**src/hdl/osdc_pkg.sv**
```systemverilog
// ----------------------------------------------------------------------------
// osdc_pkg
// Shared types and constants for the overlay layer window clip pipeline.
// ----------------------------------------------------------------------------
package osdc_pkg;

    localparam int COORD_BITS   = 12;
    localparam int ADDR_BITS    = 32;
    localparam int ALIGN_H_BITS = 4;
    localparam int ALIGN_V_BITS = 1;
    localparam int PROD_BITS    = 25;
    localparam int MIN_HEIGHT   = 4;

    localparam logic [2:0] FMT_YUV420  = 3'd0;
    localparam logic [2:0] FMT_ARGB888 = 3'd1;
    localparam logic [2:0] FMT_Y_UV420 = 3'd4;
    localparam logic [2:0] FMT_LAST    = 3'd4;

    localparam logic CFG_SCREEN_W = 1'b0;
    localparam logic CFG_SCREEN_H = 1'b1;

    localparam logic [COORD_BITS-1:0] SCREEN_W_RST = 12'd800;
    localparam logic [COORD_BITS-1:0] SCREEN_H_RST = 12'd480;

    typedef logic [COORD_BITS-1:0] t_coord;
    typedef logic [ADDR_BITS-1:0]  t_addr;
    typedef logic signed [COORD_BITS+2:0] t_span;

    typedef struct packed {
        t_coord width;
        t_coord height;
    } t_screen;

    typedef struct packed {
        logic        valid;
        logic [1:0]  layer;
        logic        ok;
        logic [1:0]  hw_format;
        logic        uv_il;
        t_coord      hpos;
        t_coord      vpos;
        t_coord      left;
        t_span       w;
        t_span       h;
        logic [12:0] mul_a;
        logic [11:0] mul_b;
        logic [1:0]  luma_sh;
        logic        uv_half;
        logic        u_en;
        logic        v_en;
        t_addr       yb;
        t_addr       ub;
        t_addr       vb;
    } t_clip_beat;

    typedef struct packed {
        logic                 valid;
        logic [1:0]           layer;
        logic                 visible;
        logic [1:0]           hw_format;
        logic                 uv_il;
        t_coord               hpos;
        t_coord               vpos;
        t_coord               left;
        t_coord               w;
        t_coord               h;
        logic [PROD_BITS-1:0] prod;
        logic [1:0]           luma_sh;
        logic                 uv_half;
        logic                 u_en;
        logic                 v_en;
        t_addr                yb;
        t_addr                ub;
        t_addr                vb;
    } t_mul_beat;

    typedef struct packed {
        logic       valid;
        logic [1:0] layer;
        logic       visible;
        logic [1:0] hw_format;
        logic       uv_il;
        t_coord     screen_x;
        t_coord     screen_y;
        t_coord     skip_left;
        t_coord     shown_w;
        t_coord     shown_h;
        t_addr      luma;
        t_addr      chroma_u;
        t_addr      chroma_v;
    } t_result;

endpackage

```
**src/hdl/osdc_clip.sv**
```systemverilog
// ----------------------------------------------------------------------------
// osdc_clip
// First stage: horizontal and vertical clip against the screen, operand
// select for the hidden-row address multiply.
// ----------------------------------------------------------------------------
module osdc_clip import osdc_pkg::*; #(
    parameter int NUM_LAYERS = 3
) (
    input  logic               i_clk,
    input  logic               i_rst_n,
    input  logic               i_valid,
    input  t_screen            i_screen,
    input  logic [1:0]         i_layer_index,
    input  logic signed [12:0] i_pos_x,
    input  logic signed [12:0] i_pos_y,
    input  logic [11:0]        i_layer_width,
    input  logic [11:0]        i_layer_height,
    input  logic [2:0]         i_pixel_format,
    input  logic [31:0]        i_luma_base,
    input  logic [31:0]        i_chroma_u_base,
    input  logic [31:0]        i_chroma_v_base,
    input  logic [11:0]        i_source_stride,
    output t_clip_beat         o_beat
);

    logic        x_neg;
    logic        y_neg;
    logic [12:0] nx;
    logic [12:0] ny;
    t_coord      hpos;
    t_coord      vpos;
    logic [12:0] left;
    logic [12:0] hsum;
    logic [12:0] vsum;
    t_span       dw;
    t_span       hy;
    t_span       cw_s;
    t_span       ch_s;
    t_span       w;
    t_span       h;
    logic        yuv;
    t_clip_beat  n_beat;
    t_clip_beat  r_beat;

    assign x_neg = i_pos_x[12];
    assign y_neg = i_pos_y[12];
    assign nx    = ~i_pos_x + 13'd1;
    assign ny    = ~i_pos_y + 13'd1;
    assign yuv   = (i_pixel_format == FMT_YUV420) || (i_pixel_format == FMT_Y_UV420);

    assign hpos = x_neg ? '0 : {i_pos_x[11:ALIGN_H_BITS], ALIGN_H_BITS'(0)};
    assign vpos = y_neg ? '0 : {i_pos_y[11:ALIGN_V_BITS], ALIGN_V_BITS'(0)};
    assign left = x_neg ? {nx[12:ALIGN_H_BITS], ALIGN_H_BITS'(0)} : '0;

    assign hsum = {1'b0, hpos} + {1'b0, i_layer_width};
    assign vsum = {1'b0, vpos} + {1'b0, i_layer_height};
    assign cw_s = $signed({3'b0, i_screen.width});
    assign ch_s = $signed({3'b0, i_screen.height});
    assign dw   = $signed({3'b0, i_layer_width}) - $signed({2'b0, left});
    assign hy   = $signed({3'b0, i_layer_height}) - $signed({2'b0, ny});

    // horizontal clip
    always_comb begin
        w = $signed({3'b0, i_layer_width});
        if (!x_neg) begin
            if (hsum > {1'b0, i_screen.width}) begin
                w = cw_s - $signed({3'b0, hpos});
            end
        end else if (dw <= 0) begin
            w = dw;
        end else if (dw > cw_s) begin
            w = cw_s;
        end else begin
            w = dw;
        end
    end

    // vertical clip
    always_comb begin
        h = $signed({3'b0, i_layer_height});
        if (!y_neg) begin
            if (yuv && (i_layer_height > i_screen.height)) begin
                h = $signed({3'b0, i_layer_height}) - $signed({3'b0, i_pos_y[11:0]});
            end else if (vsum > {1'b0, i_screen.height}) begin
                h = ch_s - $signed({3'b0, vpos});
            end
        end else if (yuv) begin
            if (hy < ch_s) begin
                h = hy;
            end
        end else begin
            h = hy;
        end
    end

    always_comb begin
        n_beat           = '0;
        n_beat.valid     = i_valid;
        n_beat.layer     = i_layer_index;
        n_beat.ok        = (int'(i_layer_index) < NUM_LAYERS) && (i_pixel_format <= FMT_LAST);
        n_beat.hw_format = yuv ? 2'd0 : i_pixel_format[1:0];
        n_beat.uv_il     = (i_pixel_format == FMT_Y_UV420);
        n_beat.hpos      = hpos;
        n_beat.vpos      = vpos;
        n_beat.left      = left[COORD_BITS-1:0];
        n_beat.w         = w;
        n_beat.h         = h;
        n_beat.mul_a     = !y_neg ? '0 : (yuv ? {ny[12:1], 1'b0} : ny);
        n_beat.mul_b     = yuv ? i_source_stride : i_layer_width;
        n_beat.luma_sh   = yuv ? 2'd0 : ((i_pixel_format == FMT_ARGB888) ? 2'd2 : 2'd1);
        n_beat.uv_half   = (i_pixel_format == FMT_Y_UV420);
        n_beat.u_en      = yuv;
        n_beat.v_en      = (i_pixel_format == FMT_YUV420);
        n_beat.yb        = i_luma_base;
        n_beat.ub        = i_chroma_u_base;
        n_beat.vb        = i_chroma_v_base;
    end

    always_ff @(posedge i_clk) begin
        if (!i_rst_n) begin
            r_beat <= '0;
        end else begin
            r_beat <= n_beat;
        end
    end

    assign o_beat = r_beat;

endmodule

```
**src/hdl/osdc_mult.sv**
```systemverilog
// ----------------------------------------------------------------------------
// osdc_mult
// Second stage: hidden-row byte offset multiply and visibility decision.
// ----------------------------------------------------------------------------
module osdc_mult import osdc_pkg::*; (
    input  logic       i_clk,
    input  logic       i_rst_n,
    input  t_clip_beat i_beat,
    output t_mul_beat  o_beat
);

    t_mul_beat n_beat;
    t_mul_beat r_beat;

    always_comb begin
        n_beat           = '0;
        n_beat.valid     = i_beat.valid;
        n_beat.layer     = i_beat.layer;
        n_beat.visible   = i_beat.ok && (i_beat.w > 0) && (i_beat.h > MIN_HEIGHT);
        n_beat.hw_format = i_beat.hw_format;
        n_beat.uv_il     = i_beat.uv_il;
        n_beat.hpos      = i_beat.hpos;
        n_beat.vpos      = i_beat.vpos;
        n_beat.left      = i_beat.left;
        n_beat.w         = i_beat.w[COORD_BITS-1:0];
        n_beat.h         = i_beat.h[COORD_BITS-1:0];
        n_beat.prod      = PROD_BITS'(i_beat.mul_a * i_beat.mul_b);
        n_beat.luma_sh   = i_beat.luma_sh;
        n_beat.uv_half   = i_beat.uv_half;
        n_beat.u_en      = i_beat.u_en;
        n_beat.v_en      = i_beat.v_en;
        n_beat.yb        = i_beat.yb;
        n_beat.ub        = i_beat.ub;
        n_beat.vb        = i_beat.vb;
    end

    always_ff @(posedge i_clk) begin
        if (!i_rst_n) begin
            r_beat <= '0;
        end else begin
            r_beat <= n_beat;
        end
    end

    assign o_beat = r_beat;

endmodule

```
**src/hdl/osdc_addr.sv**
```systemverilog
// ----------------------------------------------------------------------------
// osdc_addr
// Third stage: plane address adjust and result register, zeroed when the
// layer is hidden.
// ----------------------------------------------------------------------------
module osdc_addr import osdc_pkg::*; (
    input  logic      i_clk,
    input  logic      i_rst_n,
    input  t_mul_beat i_beat,
    output t_result   o_res
);

    t_addr   prod32;
    t_addr   luma_off;
    t_addr   chroma_off;
    t_result n_res;
    t_result r_res;

    assign prod32     = ADDR_BITS'(i_beat.prod);
    assign luma_off   = prod32 << i_beat.luma_sh;
    assign chroma_off = i_beat.uv_half ? (prod32 >> 1) : (prod32 >> 2);

    always_comb begin
        n_res         = '0;
        n_res.valid   = i_beat.valid;
        n_res.layer   = i_beat.layer;
        n_res.visible = i_beat.visible;
        if (i_beat.visible) begin
            n_res.hw_format = i_beat.hw_format;
            n_res.uv_il     = i_beat.uv_il;
            n_res.screen_x  = i_beat.hpos;
            n_res.screen_y  = i_beat.vpos;
            n_res.skip_left = i_beat.left;
            n_res.shown_w   = i_beat.w;
            n_res.shown_h   = i_beat.h;
            n_res.luma      = i_beat.yb + luma_off;
            n_res.chroma_u  = i_beat.u_en ? (i_beat.ub + chroma_off) : '0;
            n_res.chroma_v  = i_beat.v_en ? (i_beat.vb + chroma_off) : '0;
        end
    end

    always_ff @(posedge i_clk) begin
        if (!i_rst_n) begin
            r_res <= '0;
        end else begin
            r_res <= n_res;
        end
    end

    assign o_res = r_res;

endmodule

```
**src/hdl/osd_layer_window_clip.sv**
```systemverilog
// one placement request per cycle enters the three-stage clip / multiply /
// address pipeline
// busy stays low: the pipeline never stalls and results need no acceptance
// synchronous active-low reset empties the pipeline and sets the screen
// size to 800 x 480
// ----------------------------------------------------------------------------
// osd_layer_window_clip
// Clips overlay layer placements against the screen and returns the layer
// register values: position, skip, clipped size and plane addresses.
// ----------------------------------------------------------------------------
module osd_layer_window_clip import osdc_pkg::*; #(
    parameter int NUM_LAYERS = 3
) (
    input  logic               i_clk,
    input  logic               i_rst_n,
    input  logic               start,
    output logic               busy,
    input  logic [1:0]         i_layer_index,
    input  logic signed [12:0] i_pos_x,
    input  logic signed [12:0] i_pos_y,
    input  logic [11:0]        i_layer_width,
    input  logic [11:0]        i_layer_height,
    input  logic [2:0]         i_pixel_format,
    input  logic [31:0]        i_luma_base,
    input  logic [31:0]        i_chroma_u_base,
    input  logic [31:0]        i_chroma_v_base,
    input  logic [11:0]        i_source_stride,
    input  logic               i_cfg_valid,
    output logic               o_cfg_ready,
    input  logic               i_cfg_index,
    input  logic [11:0]        i_cfg_data,
    output logic               o_valid,
    output logic [1:0]         o_out_layer,
    output logic               o_visible,
    output logic [1:0]         o_hw_format,
    output logic               o_uv_interleaved,
    output logic [11:0]        o_screen_x,
    output logic [11:0]        o_screen_y,
    output logic [11:0]        o_skip_left,
    output logic [11:0]        o_shown_width,
    output logic [11:0]        o_shown_height,
    output logic [31:0]        o_luma_addr,
    output logic [31:0]        o_chroma_u_addr,
    output logic [31:0]        o_chroma_v_addr
);

    t_screen    r_screen;
    logic       accept;
    t_clip_beat clip_beat;
    t_mul_beat  mul_beat;
    t_result    res;

    assign busy        = 1'b0;
    assign o_cfg_ready = 1'b1;
    assign accept      = start && !busy;

    always_ff @(posedge i_clk) begin
        if (!i_rst_n) begin
            r_screen.width  <= SCREEN_W_RST;
            r_screen.height <= SCREEN_H_RST;
        end else if (i_cfg_valid && o_cfg_ready) begin
            unique case (i_cfg_index)
                CFG_SCREEN_W: r_screen.width  <= i_cfg_data;
                CFG_SCREEN_H: r_screen.height <= i_cfg_data;
                default: ;
            endcase
        end
    end

    osdc_clip #(
        .NUM_LAYERS(NUM_LAYERS)
    ) u_clip (
        .i_clk          (i_clk),
        .i_rst_n        (i_rst_n),
        .i_valid        (accept),
        .i_screen       (r_screen),
        .i_layer_index  (i_layer_index),
        .i_pos_x        (i_pos_x),
        .i_pos_y        (i_pos_y),
        .i_layer_width  (i_layer_width),
        .i_layer_height (i_layer_height),
        .i_pixel_format (i_pixel_format),
        .i_luma_base    (i_luma_base),
        .i_chroma_u_base(i_chroma_u_base),
        .i_chroma_v_base(i_chroma_v_base),
        .i_source_stride(i_source_stride),
        .o_beat         (clip_beat)
    );

    osdc_mult u_mult (
        .i_clk  (i_clk),
        .i_rst_n(i_rst_n),
        .i_beat (clip_beat),
        .o_beat (mul_beat)
    );

    osdc_addr u_addr (
        .i_clk  (i_clk),
        .i_rst_n(i_rst_n),
        .i_beat (mul_beat),
        .o_res  (res)
    );

    assign o_valid          = res.valid;
    assign o_out_layer      = res.layer;
    assign o_visible        = res.visible;
    assign o_hw_format      = res.hw_format;
    assign o_uv_interleaved = res.uv_il;
    assign o_screen_x       = res.screen_x;
    assign o_screen_y       = res.screen_y;
    assign o_skip_left      = res.skip_left;
    assign o_shown_width    = res.shown_w;
    assign o_shown_height   = res.shown_h;
    assign o_luma_addr      = res.luma;
    assign o_chroma_u_addr  = res.chroma_u;
    assign o_chroma_v_addr  = res.chroma_v;

    // every accepted beat leaves the clip, multiply and address registers as a result
    a_latency_fwd: assert property (@(posedge i_clk) disable iff (!i_rst_n)
        accept |-> ##3 o_valid)
        else $error("accepted beat did not come out after three cycles");

    a_latency_bwd: assert property (@(posedge i_clk) disable iff (!i_rst_n)
        o_valid |-> $past(accept, 3))
        else $error("result strobe without an accepted beat");

    a_hidden_zero: assert property (@(posedge i_clk) disable iff (!i_rst_n)
        o_valid && !o_visible |-> o_shown_width == '0 && o_shown_height == '0
            && o_luma_addr == '0 && o_hw_format == '0)
        else $error("hidden layer result carries nonzero fields");

    a_visible_size: assert property (@(posedge i_clk) disable iff (!i_rst_n)
        o_valid && o_visible |-> o_shown_height > 12'(MIN_HEIGHT) && o_shown_width != '0)
        else $error("visible layer with too small a window");

    a_rgb_chroma: assert property (@(posedge i_clk) disable iff (!i_rst_n)
        o_valid && o_visible && o_hw_format != '0 |-> o_chroma_u_addr == '0
            && o_chroma_v_addr == '0)
        else $error("rgb layer with chroma address");

endmodule

```
**config.mk**
```make
export PLATFORM = sky130hd
export DESIGN_NAME = osd_layer_window_clip
export DESIGN_NICKNAME = d
export VERILOG_FILES = /design/src/hdl/osdc_pkg.sv /design/src/hdl/osdc_clip.sv /design/src/hdl/osdc_mult.sv /design/src/hdl/osdc_addr.sv /design/src/hdl/osd_layer_window_clip.sv
export SDC_FILE = /design/constraint.sdc
export NUM_CORES = 1
export LEC_CHECK = 0
export ABC_AREA = 1
export BUFFER_PORTS_ARGS = -buffer_cell sky130_fd_sc_hd__buf_2
export CAP_MARGIN = 25
export CORE_ASPECT_RATIO = 1.2
export CORE_MARGIN = 1.5
export CORE_UTILIZATION = 35
export DETAILED_ROUTE_END_ITERATION = 8
export PLACE_DENSITY = 0.52
export SLEW_MARGIN = 20
export SYNTH_ARGS = -nofsm -noshare
export SYNTH_HDL_FRONTEND = slang
export SYNTH_HIERARCHICAL = 1
export SYNTH_SLANG_ARGS = --single-unit
export TNS_END_PERCENT = 5
```
**constraint.sdc**
```tcl
create_clock -name i_clk -period 6.5 [get_ports i_clk]
set_clock_uncertainty 0.1 [all_clocks]
set_input_delay 0.325 -clock i_clk [delete_from_list [all_inputs] [get_ports i_clk]]
set_output_delay 0.325 -clock i_clk [all_outputs]
set_load 0.01 [all_outputs]
```
==> summary by stage <==
Worst setup path
At the worst endpoint, the arrival time is 5.37 ns. The path type of the worst setup path is flop to flop. In this run the worst path has a maximum fanout of 13. The sort of element at the start of the critical path is a flop. The data required time at the worst endpoint is 6.90 ns. The type of element capturing the critical path is a flop.

Detailed routing
The total via count in the routed design is 31059. For this run, design rule violations remaining after detail routing come to 0. The number of vias per cell after detailed routing is roughly 4.5. After detailed routing, the average wire length per cell comes to 15.81 um. The detail route stage leaves a number of antenna-violating nets equal to 0. In this run, the number of DRC markers left after iteration 0 of detailed routing was 1462. Summed over all layers, the routed wires come to roughly 110000 um.

Before antenna repair, the detailed router went through 6 iterations.

GRT
For this run, the total global-route usage over all layers was measured as 0.2132. After global routing, the most crowded layer is met2. The number of global-route vias before repair was 30920. The wire length of the first global-routing pass is 169900 um. The maximum number of pins on one net before global-route repair is 181.

The routing usage on met2 is 0.3767. The initial antenna violation count is 14. The total overflow left after global routing is 0. The met3 layer usage reported by global route is 0.03063. The met1 capacity usage during global routing is 0.2520.

Timing
The final number of max-transition violations is 0. The hold violation total from the final report is 0. The final setup violation count is 0. The transition time of the tightest slew-check pin is 0.9998 ns. Based on the critical path, the design can be clocked at up to 201.4 MHz. The worst slew margin relative to its limit is 0.3264. Of the available clock period, the critical path in the final layout requires 0.7641.

For the finished layout, the period the worst path requires is 4.966 ns. Setup repair after global routing left no endpoint under its margin. Adding up every negative setup slack in the final design gives 0 ns.

Power and ir drop
The leakage power is 23.26 nW. The power density normalized to cell area is around 220 mW/mm^2. The worst vdd rail ir drop is 0.0001969 V.

Synth
The synthesized design contains roughly 570 register bits. Yosys printed 6 warnings. Of the total synthesized cell area, the portion taken by AND, OR, NAND and NOR gates is 0.2744.

The main combinational cell family by area after synthesis is simple AND/OR/NAND/NOR gates. In the synthesized netlist, the number of instances is 5101. The number of different library cells used by synthesis comes to 55. The commonest register cell after synthesis is sky130_fd_sc_hd__dfxtp_1. The adder and majority cell fraction of the synthesized area is 0.1622. For this run, the register share of the synthesized area comes to 0.3263. The compound-gate portion of the synthesized area came to 0.06975.

Counting flops with a built-in enable in the synthesized netlist gives 0. The proportion of synthesized area in mux cells is 0.005755. In the synthesized netlist the async set-or-reset flop fraction comes to 0. The synthesized area is ~0.035 sq mm. Of the total synthesized cell area, the portion taken by XOR and XNOR cells is 0.01763. The mean instance size in the synthesized netlist is 6.819 sq um.

Min path
The type of the tightest min-delay check is primary input to flop.

Finish
The synthesis-to-layout area growth is 19.08%. The share of final-layout standard cells stronger than drive strength 1 is 0.1016. After filler insertion, the fill cell instance count of the layout stands at 10507.

Leaving out fill and tap cells, the most frequent cells in the layout are 1465 x sky130_fd_sc_hd__nand2_1, 1150 x sky130_fd_sc_hd__inv_1, 567 x sky130_fd_sc_hd__dfxtp_1. Summing all multi-input logic gate instances after layout gives 0.01847 sq mm. The final cell count without fillers is 6887.

Leaving out fill and tap cells, the most frequent cell in the layout is sky130_fd_sc_hd__nand2_1. The post-route cell area is 0.04142 sq mm. The final layout contains 6107 nets.

The storage element area is 0.01135 sq mm.

Floorplan
The region available for standard cell placement spans between 0.09 and 0.1 sq mm. The number of top-level design ports is 345. Measured along the y axis, the die boundary spans 348.3 um.

The die width is 290.8 um. The count of standard-cell rows is 126. The initial utilization of the core area, before any placement, comes to 0.3536.

The die covers 0.1013 sq mm.

CTS
Clock-pin slew was measured on the worst setup and hold paths at 0.07 ns. The clock reaches the later pin of the worst-skew pair after 0.66 ns. The count of cells resized by post-cts repair is 0. The buffer count from post-CTS setup fixing is 0.

The root buffer cell chosen for the clock tree is sky130_fd_sc_hd__clkbuf_16. The TritonCTS clock tree is done. The number of clock sinks is 567. The number of buffers inserted by hold repair at cts is 153. The buffer depth of the longest clock path is 3. The number of clock buffers inserted by TritonCTS is 60. The H-tree depth reported by CTS is 2.

Placement
Once placement finished, the instance area stood at 0.03763 sq mm. In this run the tool buffered the top-level ports with between 300 and 400 buffer cells. The placer's final routability congestion estimate is 0.9151. The count of placed standard cells including taps is about 6600. The post-DP HPWL is 86630 um.

Run
The number of max-cap violations is 0.

Run status
The flow ran to the end, and the final reports show no timing, DRC or antenna violations.
## flip-flops by register name (all words and copies together), names as in the netlist
| signal | count |
|---|---|
| u_addr/o_res | 163 |
| u_clip/o_beat | 187 |
| r_screen | 24 |
| u_mult/o_beat | 193 |
## cell families after synthesis
| group | count (synthesis) |
|---|---|
| AOI/OAI and AO/OA | 444 |
| xor gates and xnor gates | 70 |
| adders and majority gates | 379 |
| buffers and inverters | 1295 |
| DFF | 567 |
| muxes | 20 |
| other | 3 |
| and+or+nand+nor | 2323 |
## worst max-delay path, cell delays in order, from the launching register on
cell	delay [ns]
sky130_fd_sc_hd__dfxtp_1	0.66
sky130_fd_sc_hd__nand2_1	0.16
sky130_fd_sc_hd__fa_1	0.61
sky130_fd_sc_hd__fa_1	0.45
sky130_fd_sc_hd__fa_1	0.54
sky130_fd_sc_hd__inv_1	0.05
sky130_fd_sc_hd__fa_1	0.47
sky130_fd_sc_hd__inv_1	0.05
sky130_fd_sc_hd__fa_1	0.47
sky130_fd_sc_hd__inv_1	0.04
sky130_fd_sc_hd__ha_1	0.34
sky130_fd_sc_hd__nand2_1	0.13
sky130_fd_sc_hd__nor2_1	0.18
sky130_fd_sc_hd__nand2_1	0.07
sky130_fd_sc_hd__nand3_1	0.14
sky130_fd_sc_hd__o21ai_0	0.09
sky130_fd_sc_hd__a21oi_1	0.27
## cells in the mapped netlist, types with 7 or more instances
cell,n,area share
sky130_fd_sc_hd__o21bai_1,21,0.0045
sky130_fd_sc_hd__o21ai_0,133,0.019
sky130_fd_sc_hd__buf_2,26,0.0037
sky130_fd_sc_hd__mux2i_1,20,0.0058
sky130_fd_sc_hd__clkbuf_1,76,0.0082
sky130_fd_sc_hd__nor2_1,433,0.047
sky130_fd_sc_hd__buf_1,10,0.0011
sky130_fd_sc_hd__fa_1,120,0.069
sky130_fd_sc_hd__nor3_2,7,0.0020
sky130_fd_sc_hd__nand3_1,240,0.035
sky130_fd_sc_hd__nand2_1,1466,0.16
sky130_fd_sc_hd__ha_1,259,0.093
sky130_fd_sc_hd__nand4_1,46,0.0083
sky130_fd_sc_hd__buf_4,15,0.0032
sky130_fd_sc_hd__nor3_1,34,0.0049
sky130_fd_sc_hd__o211ai_1,15,0.0032
sky130_fd_sc_hd__nor2_2,26,0.0047
sky130_fd_sc_hd__a21oi_1,237,0.034
sky130_fd_sc_hd__nand2_2,30,0.0054
sky130_fd_sc_hd__inv_1,1150,0.12
sky130_fd_sc_hd__dfxtp_1,567,0.33
sky130_fd_sc_hd__xor2_1,50,0.013
sky130_fd_sc_hd__inv_2,10,0.0011
sky130_fd_sc_hd__xnor2_1,20,0.0050
## power breakdown
| part | internal [mW] | leakage, nW | switching, mW | total [mW] |
|---|---|---|---|---|
| logic | 0.607 | 17.5 | 1.05 | 1.65 |
| registers | 3.63 | 4.65 | 0.116 | 3.74 |
| clock network | 2.30 | 1.08 | 1.53 | 3.84 |
| total | 6.54 | 23.3 | 2.69 | 9.23 |
## layout make-up
cell class / count / share of cell area
inverters: 1162 / 0.1053
well taps: 1280 / 0.03866
clock buffers: 79 / 0.04138
multi-input cells: 3247 / 0.4459
clock inverters: 35 / 0.01278
diodes: 7 / 0.0004229
repair buffers: 510 / 0.08150
flip-flops and latches: 567 / 0.2740
## through the flow
stage | power [mW] | setup slack (ns) | hold WS [ns] | utilization
after global placement | 5.386 | 1.575 | 0.2930 | 0.3825
after global routing | 9.724 | 1.218 | 0.01943 | 0.4210
final | 9.233 | 1.534 | 0.04372 | 0.4211
after floorplan | 4.895 | 1.991 | 0.2864 | -
after CTS | 9.355 | 1.540 | 0.000006106 | 0.4209
after detailed placement | 5.392 | 1.504 | 0.2954 | 0.3825
## worst paths after layout
kind                                 start                             to  slack [ns]  cells past startpoint
min reg2reg  u_mult/o_beat[136]$_SDFF_PN0_   u_addr/o_res[106]$_SDFF_PN0_        0.26                      2
max reg2reg  u_clip/o_beat[104]$_SDFF_PN0_  u_mult/o_beat[112]$_SDFF_PN0_        1.53                     16
min                      i_layer_height[0]  u_clip/o_beat[126]$_SDFF_PN0_        0.04                      3
max          u_clip/o_beat[104]$_SDFF_PN0_  u_mult/o_beat[112]$_SDFF_PN0_        1.53                     16
## metal layers
layer	vias up	wire [um]
met1	13936	46330
met5	-	82
met4	14	5742
met2	688	52140
met3	209	4613
li1	16212	-
Note: power is estimated with default switching activity, not from simulation.
